File: src/hw/rtl/rc4_pkg.sv
// ============================================================================
// rc4_pkg
// Shared constants, state encoding and controller/datapath command types.
// ============================================================================
package rc4_pkg;

    localparam int BYTE_W          = 8;
    localparam int PERM_DEPTH      = 256;
    localparam int PERM_ADDR_W     = 8;
    localparam int KEY_STORE_DEPTH = 256;
    localparam int KEY_ADDR_W      = (KEY_STORE_DEPTH > 1) ? $clog2(KEY_STORE_DEPTH) : 1;
    localparam int KEY_CNT_W       = $clog2(KEY_STORE_DEPTH + 1);

    // item kinds carried on tuser
    localparam logic MODE_KEY  = 1'b0;
    localparam logic MODE_DATA = 1'b1;

    typedef enum logic [2:0] {
        ST_IDLE,
        ST_D_RDJ,
        ST_D_SWP,
        ST_D_OUT,
        ST_K_RDS,
        ST_K_RDJ,
        ST_K_WRN,
        ST_K_WRJ
    } rc4_state_t;

    // permutation read address source
    typedef enum logic [1:0] {
        RA_I_NEXT,
        RA_J_SUM,
        RA_T_SUM,
        RA_N
    } rc4_raddr_t;

    // permutation write address source
    typedef enum logic [1:0] {
        WA_I,
        WA_N,
        WA_J
    } rc4_waddr_t;

    typedef struct packed {
        logic       key_load;
        logic       data_load;
        logic       ks_start;
        logic       perm_re;
        rc4_raddr_t perm_raddr;
        logic       perm_we;
        rc4_waddr_t perm_waddr;
        logic       key_re;
        logic       j_load;
        logic       use_key;
        logic       t_load;
        logic       out_load;
        logic       ks_step;
        logic       ks_finish;
    } rc4_cmd_t;

    typedef struct packed {
        logic out_free;
        logic n_last;
    } rc4_stat_t;

endpackage

File: src/hw/rtl/rc4_ctrl.sv
// ============================================================================
// rc4_ctrl
// Sequencer for key loading, key schedule and per-byte keystream steps.
// ============================================================================
module rc4_ctrl
    import rc4_pkg::*;
(
    input  logic      aclk,
    input  logic      aresetn,
    input  logic      s_tvalid,
    output logic      s_tready,
    input  logic      s_tuser,
    input  logic      s_tlast,
    input  rc4_stat_t stat,
    output rc4_cmd_t  cmd
);

    rc4_state_t state_reg;
    rc4_state_t state_next;

    always_ff @(posedge aclk) begin
        if (!aresetn) begin
            state_reg <= ST_IDLE;
        end else begin
            state_reg <= state_next;
        end
    end

    always_comb begin
        state_next     = state_reg;
        cmd            = '0;
        cmd.perm_raddr = RA_I_NEXT;
        cmd.perm_waddr = WA_J;
        s_tready       = 1'b0;
        unique case (state_reg)
            ST_IDLE: begin
                s_tready       = 1'b1;
                // keep S[i+1] fetched for the next data byte
                cmd.perm_re    = 1'b1;
                cmd.perm_raddr = RA_I_NEXT;
                if (s_tvalid) begin
                    if (s_tuser == MODE_DATA) begin
                        cmd.data_load = 1'b1;
                        state_next    = ST_D_RDJ;
                    end else begin
                        cmd.key_load = 1'b1;
                        if (s_tlast) begin
                            cmd.ks_start = 1'b1;
                            state_next   = ST_K_RDS;
                        end
                    end
                end
            end
            ST_D_RDJ: begin
                cmd.perm_re    = 1'b1;
                cmd.perm_raddr = RA_J_SUM;
                cmd.j_load     = 1'b1;
                state_next     = ST_D_SWP;
            end
            ST_D_SWP: begin
                cmd.perm_re    = 1'b1;
                cmd.perm_raddr = RA_T_SUM;
                cmd.perm_we    = 1'b1;
                cmd.perm_waddr = WA_I;
                cmd.t_load     = 1'b1;
                state_next     = ST_D_OUT;
            end
            ST_D_OUT: begin
                cmd.perm_we    = 1'b1;
                cmd.perm_waddr = WA_J;
                if (stat.out_free) begin
                    cmd.out_load = 1'b1;
                    state_next   = ST_IDLE;
                end
            end
            ST_K_RDS: begin
                cmd.perm_re    = 1'b1;
                cmd.perm_raddr = RA_N;
                cmd.key_re     = 1'b1;
                state_next     = ST_K_RDJ;
            end
            ST_K_RDJ: begin
                cmd.perm_re    = 1'b1;
                cmd.perm_raddr = RA_J_SUM;
                cmd.j_load     = 1'b1;
                cmd.use_key    = 1'b1;
                state_next     = ST_K_WRN;
            end
            ST_K_WRN: begin
                cmd.perm_we    = 1'b1;
                cmd.perm_waddr = WA_N;
                state_next     = ST_K_WRJ;
            end
            ST_K_WRJ: begin
                cmd.perm_we    = 1'b1;
                cmd.perm_waddr = WA_J;
                cmd.ks_step    = 1'b1;
                if (stat.n_last) begin
                    cmd.ks_finish = 1'b1;
                    state_next    = ST_IDLE;
                end else begin
                    state_next    = ST_K_RDS;
                end
            end
            default: begin
                state_next = ST_IDLE;
            end
        endcase
    end

    // a final key byte always enters the key schedule
    a_last_key_starts_schedule: assert property (@(posedge aclk) disable iff (!aresetn)
        (s_tvalid && s_tready && (s_tuser == MODE_KEY) && s_tlast) |=> (state_reg == ST_K_RDS))
        else $error("final key byte did not start the key schedule");

endmodule

File: config.mk
export PLATFORM = sky130hd
export DESIGN_NAME = rc4_ctrl
export DESIGN_NICKNAME = d
export VERILOG_FILES = /design/src/hw/rtl/rc4_pkg.sv /design/src/hw/rtl/rc4_ctrl.sv
export SDC_FILE = /design/constraint.sdc
export NUM_CORES = 1
export LEC_CHECK = 0
export BUFFER_PORTS_ARGS = -buffer_cell sky130_fd_sc_hd__buf_2
export CORE_AREA = 4 4 41 43
export CTS_BUF_LIST = sky130_fd_sc_hd__clkbuf_2 sky130_fd_sc_hd__clkbuf_4 sky130_fd_sc_hd__clkbuf_8
export DETAILED_ROUTE_END_ITERATION = 8
export DIE_AREA = 0 0 45 47
export PLACE_DENSITY = 0.48
export SYNTH_ARGS = -nofsm -noshare
export SYNTH_HDL_FRONTEND = slang
export SYNTH_SLANG_ARGS = --single-unit
File: constraint.sdc
create_clock -name aclk -period 2.56 [get_ports aclk]
set_clock_uncertainty 0.15 [all_clocks]
set_input_delay 0.256 -clock aclk [delete_from_list [all_inputs] [get_ports aclk]]
set_output_delay 0.256 -clock aclk [all_outputs]
set_load 0.05 [all_outputs]
==> flow_metrics.env, run 1 <==
export IMPL_synthCells=35
export IMPL_hp_class="input port to flop"
export IMPL_core_area_um2=1300
export IMPL_grt_util_all_layers=0.0773
export IMPL_cts_tree="done"
export IMPL_cts_num_sinks=3
export IMPL_postCtsSetupRepairBufs=0
export IMPL_cp_arrival_ns=1.73
export IMPL_cp_end_kind="output pin"
export IMPL_avgViaCountPerCell=4.51
export IMPL_syn_nets=42
export IMPL_period_needed_ns=2.14
export IMPL_ys_warn_count=0
export IMPL_drc=0
export IMPL_place_hpwl_um=599
export IMPL_criticalPathCategory="flop to output pin"
export IMPL_peakVddDrop_mv=0.206
export IMPL_grt_overflow=0
export IMPL_vias=329
export IMPL_grt_pass1_wl_um=1150
export IMPL_worst_slew_pin_slew_ns=0.442
export IMPL_p_per_area_nw_per_um2=717
export IMPL_fin_area_um2=419
export IMPL_rsz0062_at_grt="false"
export IMPL_layout_drive_gt1_share=0.552
export IMPL_synth_seq_cells=3
export IMPL_die_w_um=45
export IMPL_dp_slack_ns=0.676
export IMPL_max_cap_violations=0
export IMPL_pin_count=24
export IMPL_synth_top_cell_area_share=0.218
export IMPL_diodes=0
export IMPL_fmax_mhz=468
export IMPL_maxSlewHeadroom=0.705
export IMPL_crit_path_start_kind="flop"
export IMPL_outcome="finished clean"
export IMPL_grt_pass1_vias=266
export IMPL_die_h_um=47
export IMPL_yosys_top_cells_area="dfxtp_1 22%, and3_1 6.8%, a2111oi_2 5.5%, nor2_1 5.5%, or4b_4 5.0%"
export IMPL_cts_root_buf="clkbuf_4"
export IMPL_layout_setup_ws_ns=0.423
export IMPL_row_count=13
export IMPL_hold_buffers=0
export IMPL_netlist_area_um2=275
export IMPL_clkTransAtPathRegs_ns=0.04
export IMPL_first_iter_violations=13
export IMPL_numPortBuffers=23
export IMPL_yosysSeqAreaShare=0.218
export IMPL_largest_reg_flops=3
export IMPL_synth_distinct_cells=24
export IMPL_finalSetupViolations=0
export IMPL_fin_cells=73
export IMPL_clockBufferDepth=2
export IMPL_yosys_area_top_type="dfxtp_1"
export IMPL_antenna_found_initial=0
export IMPL_drtPass1Iterations=4
export IMPL_required_ns=2.15
export IMPL_place_area_um2=389
export IMPL_initial_core_util=0.212
export IMPL_fin_crit_sh=0.835
export IMPL_syn2layout_area_growth_pct=52.3
export IMPL_placed_cells=69
export IMPL_grt_max_degree=15
export IMPL_hold_viol=0
export IMPL_dieArea_um2=2120
export IMPL_syn_area_per_cell_um2=7.86
export IMPL_numCtsBuffers=3
export IMPL_h_tree_depth=1
export IMPL_finalMaxSlewViolations=0
export IMPL_layout_nets=66
export IMPL_gp_congestion=0.729
export IMPL_worst_path_max_fanout=13
export IMPL_ant_nets=0
export IMPL_cts_resized=0
export IMPL_insertion_delay_ns=0.23
export IMPL_wl_um=785
export IMPL_p_leak_nw=0.227
export IMPL_num_fill_cells=148
export IMPL_wl_per_cell_um=10.8
export IMPL_r2r_slack_ns=1.17
export IMPL_tns_ns=0
==> power breakdown <==
part	switching, mW	total (mW)	internal (mW)
Sequential	0.0150	0.0667	0.0517
Combinational	0.102	0.139	0.0369
Clock	0.0257	0.0948	0.0691
Total	0.143	0.301	0.158
==> metal layers <==
metal	wire, µm	share of wire	GRT usage
met5	0	0	0
met4	0	0	0.0351
met3	73	0.093	0.0460
met2	356	0.45	0.102
met1	355	0.45	0.0998
==> cells by family after synthesis <==
logic type,count (synthesis),synth area share
buf+inv,6,0.118
flops,3,0.218
simple gates,19,0.459
compound gates,6,0.173
xor+xnor,1,0.0318
==> placed cells by master, fill, tap and decap left out <==
| cell type | n |
|---|---|
| a2111oi_2 | 1 |
| a211oi_1 | 1 |
| a31oi_1 | 1 |
| and2_1 | 2 |
| and3_1 | 3 |
| and4_1 | 1 |
| buf_2 | 23 |
| clkbuf_4 | 4 |
| dfxtp_1 | 3 |
| inv_1 | 2 |
| nand2b_1 | 1 |
| nand3b_1 | 1 |
| nor2_1 | 4 |
| nor2b_1 | 1 |
| nor3_2 | 1 |
| nor3b_1 | 1 |
| nor3b_2 | 1 |
| o21ai_0 | 2 |
| o32ai_1 | 1 |
| or2_1 | 1 |
| or2_2 | 1 |
| or4b_4 | 1 |
| xnor2_1 | 1 |
==> layout make-up <==
cell class                      instances  area [µm²]  share of cell area
Clock buffer                            4        30.0              0.0716
Inverter                                2        7.51              0.0179
Multi-Input combinational cell         26         188               0.448
Sequential cell                         3        60.1               0.143
Tap cell                               15        18.8              0.0448
Timing Repair Buffer                   23         115               0.275
==> Yosys cell counts, drive strengths merged <==
master and count:
a211oi 1, xnor2 1, or4b 1, nand3b 1, buf 3, nor3 1
nand2b 1, nor2b 1, a2111oi 1, or2 2, nor2 4, o21ai 2
dfxtp 3, o32ai 1, and3 3, a31oi 1, inv 2, and2 2
and4 1, clkbuf 1, nor3b 2
==> path summary, 6_finish.rpt <==
| kind | startpoint | cells past startpoint | endpoint |
|---|---|---|---|
| min reg2reg | state_reg[0] | 1 | state_reg[1] |
| max | state_reg[0] | 3 | cmd[13] |
| max reg2reg | state_reg[0] | 2 | state_reg[2] |
| min | aresetn | 3 | state_reg[1] |
==> metrics by stage <==
| step | utilization | hold slack, ns | power, mW |
|---|---|---|---|
| floorplan | - | 0.244 | 0.181 |
| global placement | 0.299 | 0.383 | 0.207 |
| detailed placement | 0.299 | 0.383 | 0.207 |
| CTS | 0.322 | 0.132 | 0.307 |
| global route | 0.322 | 0.161 | 0.318 |
| finish | 0.322 | 0.147 | 0.301 |
==> worst max-delay path, cell delays in order, from the launching register on <==
cell and delay (ns):
dfxtp_1 0.42, or4b_4 0.61, nor3b_2 0.19, buf_2 0.28
(Power assumes the default switching activity.)
==> run 2, diff against run 1 <==
--- a/config.mk
+++ b/config.mk
@@ -5,12 +5,13 @@
 export SDC_FILE = /design/constraint.sdc
 export NUM_CORES = 1
 export LEC_CHECK = 0
+export ABC_AREA = 1
 export BUFFER_PORTS_ARGS = -buffer_cell sky130_fd_sc_hd__buf_2
 export CORE_AREA = 4 4 41 43
 export CTS_BUF_LIST = sky130_fd_sc_hd__clkbuf_2 sky130_fd_sc_hd__clkbuf_4 sky130_fd_sc_hd__clkbuf_8
 export DETAILED_ROUTE_END_ITERATION = 8
 export DIE_AREA = 0 0 45 47
-export PLACE_DENSITY = 0.48
+export PLACE_DENSITY = 0.5
 export SYNTH_ARGS = -nofsm -noshare
 export SYNTH_HDL_FRONTEND = slang
 export SYNTH_SLANG_ARGS = --single-unit
==> constraint.sdc (replaced) <==
create_clock -name aclk -period 1.82 [get_ports aclk]
set_clock_uncertainty 0.15 [all_clocks]
set_input_delay 0.182 -clock aclk [delete_from_list [all_inputs] [get_ports aclk]]
set_output_delay 0.182 -clock aclk [all_outputs]
set_load 0.05 [all_outputs]
==> flow_metrics.env, run 2 <==
export IMPL_dp_slack_ns=0.275
export IMPL_pin_count=24
export IMPL_core_area_um2=1300
export IMPL_fin_area_um2=454
export IMPL_drtPass1Iterations=4
export IMPL_grt_pass1_vias=357
export IMPL_antenna_found_initial=0
export IMPL_syn_nets=52
export IMPL_hold_buffers=0
export IMPL_vias=350
export IMPL_slowest_delay_ns=0.41
export IMPL_postCtsSetupRepairBufs=0
export IMPL_cts_tree="done"
export IMPL_synth_distinct_cells=19
export IMPL_row_count=13
export IMPL_netlist_area_um2=273
export IMPL_yosys_top_cells_area="dfxtp_1 22%, nor2_1 15%, inv_1 8.3%, nor3_2 7.3%, nand2_1 6.9%"
export IMPL_grt_overflow=0
export IMPL_hp_class="input port to flop"
export IMPL_numPortBuffers=23
export IMPL_drc=0
export IMPL_num_fill_cells=156
export IMPL_grt_util_all_layers=0.0891
export IMPL_place_hpwl_um=708
export IMPL_ys_warn_count=0
export IMPL_synthCells=45
export IMPL_cts_resized=0
export IMPL_synthArstFlopShare=0
export IMPL_cp_end_kind="output pin"
export IMPL_die_w_um=45
export IMPL_path_cells="inv_1, nand2_1, nor2_4, or2_1, buf_2"
export IMPL_worst_path_max_fanout=8
export IMPL_period_needed_ns=1.65
export IMPL_tns_ns=0
export IMPL_criticalPathCategory="flop to output pin"
export IMPL_ant_nets=0
export IMPL_yosysSeqAreaShare=0.220
export IMPL_initial_core_util=0.210
export IMPL_diodes=0
export IMPL_layout_drive_gt1_share=0.586
export IMPL_numCtsBuffers=3
export IMPL_outcome="finished clean"
export IMPL_p_per_area_nw_per_um2=971
export IMPL_synth_flop_cell="dfxtp_1"
export IMPL_finalMaxSlewViolations=0
export IMPL_max_cap_violations=0
export IMPL_first_iter_violations=5
export IMPL_synth_top_cell_area_share=0.220
export IMPL_largest_reg_flops=3
export IMPL_fin_crit_sh=0.904
export IMPL_grt_max_degree=9
export IMPL_cp_arrival_ns=1.31
export IMPL_insertion_delay_ns=0.22
export IMPL_syn_area_per_cell_um2=6.06
export IMPL_yosys_area_top_type="dfxtp_1"
export IMPL_wl_per_cell_um=9.29
export IMPL_clockBufferDepth=2
export IMPL_layout_setup_ws_ns=0.175
export IMPL_final_common_cell="buf_2"
export IMPL_h_tree_depth=1
export IMPL_dieArea_um2=2120
export IMPL_synth_seq_cells=3
export IMPL_synth_enable_flop_cells=0
export IMPL_die_h_um=47
export IMPL_place_area_um2=418
export IMPL_ys_top_cells_by_count="11 x nor2_1, 6 x inv_1, 5 x nand2_1"
export IMPL_gp_congestion=0.716
export IMPL_cts_root_buf="clkbuf_4"
export IMPL_layout_nets=78
export IMPL_grt_pass1_wl_um=1410
export IMPL_peakVddDrop_mv=0.301
export IMPL_crit_path_start_kind="flop"
export IMPL_cts_num_sinks=3
export IMPL_worst_slew_pin_slew_ns=0.255
export IMPL_hold_viol=0
export IMPL_maxSlewHeadroom=0.831
export IMPL_p_leak_nw=0.254
export IMPL_wl_um=790
export IMPL_syn2layout_area_growth_pct=66.5
export IMPL_clkTransAtPathRegs_ns=0.04
export IMPL_finalSetupViolations=0
export IMPL_yosysMostFrequentCell="nor2_1"
export IMPL_layout_common_cells="22 x buf_2, 10 x nor2_1, 6 x inv_1"
export IMPL_avgViaCountPerCell=4.12
export IMPL_fmax_mhz=608
export IMPL_rsz0062_at_grt="false"
export IMPL_slowest_stage="dfxtp_2"
export IMPL_required_ns=1.49
==> run 2: cell count changes after synthesis, sizes merged, moves of 3 or more <==
cell   before  now
inv         2    8
nand2       0    6
and3        3    0
nor3        1    4
nor2        4   13
==> run 2: path summary, 6_finish.rpt <==
kind | start | to | slack (ns) | cells past startpoint
min | aresetn | state_reg[0] | 0.05 | 3
max reg2reg | state_reg[0] | state_reg[1] | 0.69 | 5
min reg2reg | state_reg[1] | state_reg[2] | 0.51 | 3
max | state_reg[0] | cmd[11] | 0.17 | 5
==> run 2: layer usage <==
| metal | up-vias | GRT usage | wire length (µm) |
|---|---|---|---|
| met5 | - | 0 | 0 |
| li1 | 189 | - | - |
| met2 | 18 | 0.147 | 313 |
| met4 | 0 | 0.0175 | 0 |
| met1 | 143 | 0.115 | 395 |
| met3 | 0 | 0.0268 | 81 |
==> run 2: cell families (layout without fill, tap and decap cells) <==
kind of cell	after synthesis	count (layout)	share of synthesized area
AO/OA/AOI/OAI	5	5	0.0963
buffers and inverters	10	35	0.151
AND/OR/NAND/NOR	27	27	0.532
flip-flops	3	3	0.220
==> run 2: final cells by class <==
type / instances / area, µm² / share of cell area
clock buffer: 4 / 30.0 / 0.0661
inverter: 8 / 30.0 / 0.0661
multi-input combinational: 32 / 194 / 0.427
sequential: 3 / 63.8 / 0.140
tap: 15 / 18.8 / 0.0413
timing repair buffer: 23 / 118 / 0.259
==> run 2: power breakdown <==
part	total [mW]	switching (mW)	internal (mW)
Clock	0.127	0.0301	0.0967
Combinational	0.224	0.172	0.0523
Sequential	0.0903	0.0158	0.0745
Total	0.441	0.218	0.224
==> run 2: through the flow <==
stage	instances	util	hold slack, ns	total power, mW
global placement	81	0.321	0.284	0.315
global route	85	0.349	0.0626	0.472
detailed placement	81	0.321	0.286	0.315
floorplan	45	-	0.184	0.270
CTS	85	0.344	0.0507	0.446
finish	85	0.349	0.0535	0.441
==> run 2: critical path: cells and delay by family (launching register included) <==
| kind | cells | cell delay [ns] |
|---|---|---|
| AND/OR/NAND/NOR | 3 | 0.41 |
| buffers and inverters | 2 | 0.27 |
| flip-flops | 1 | 0.41 |
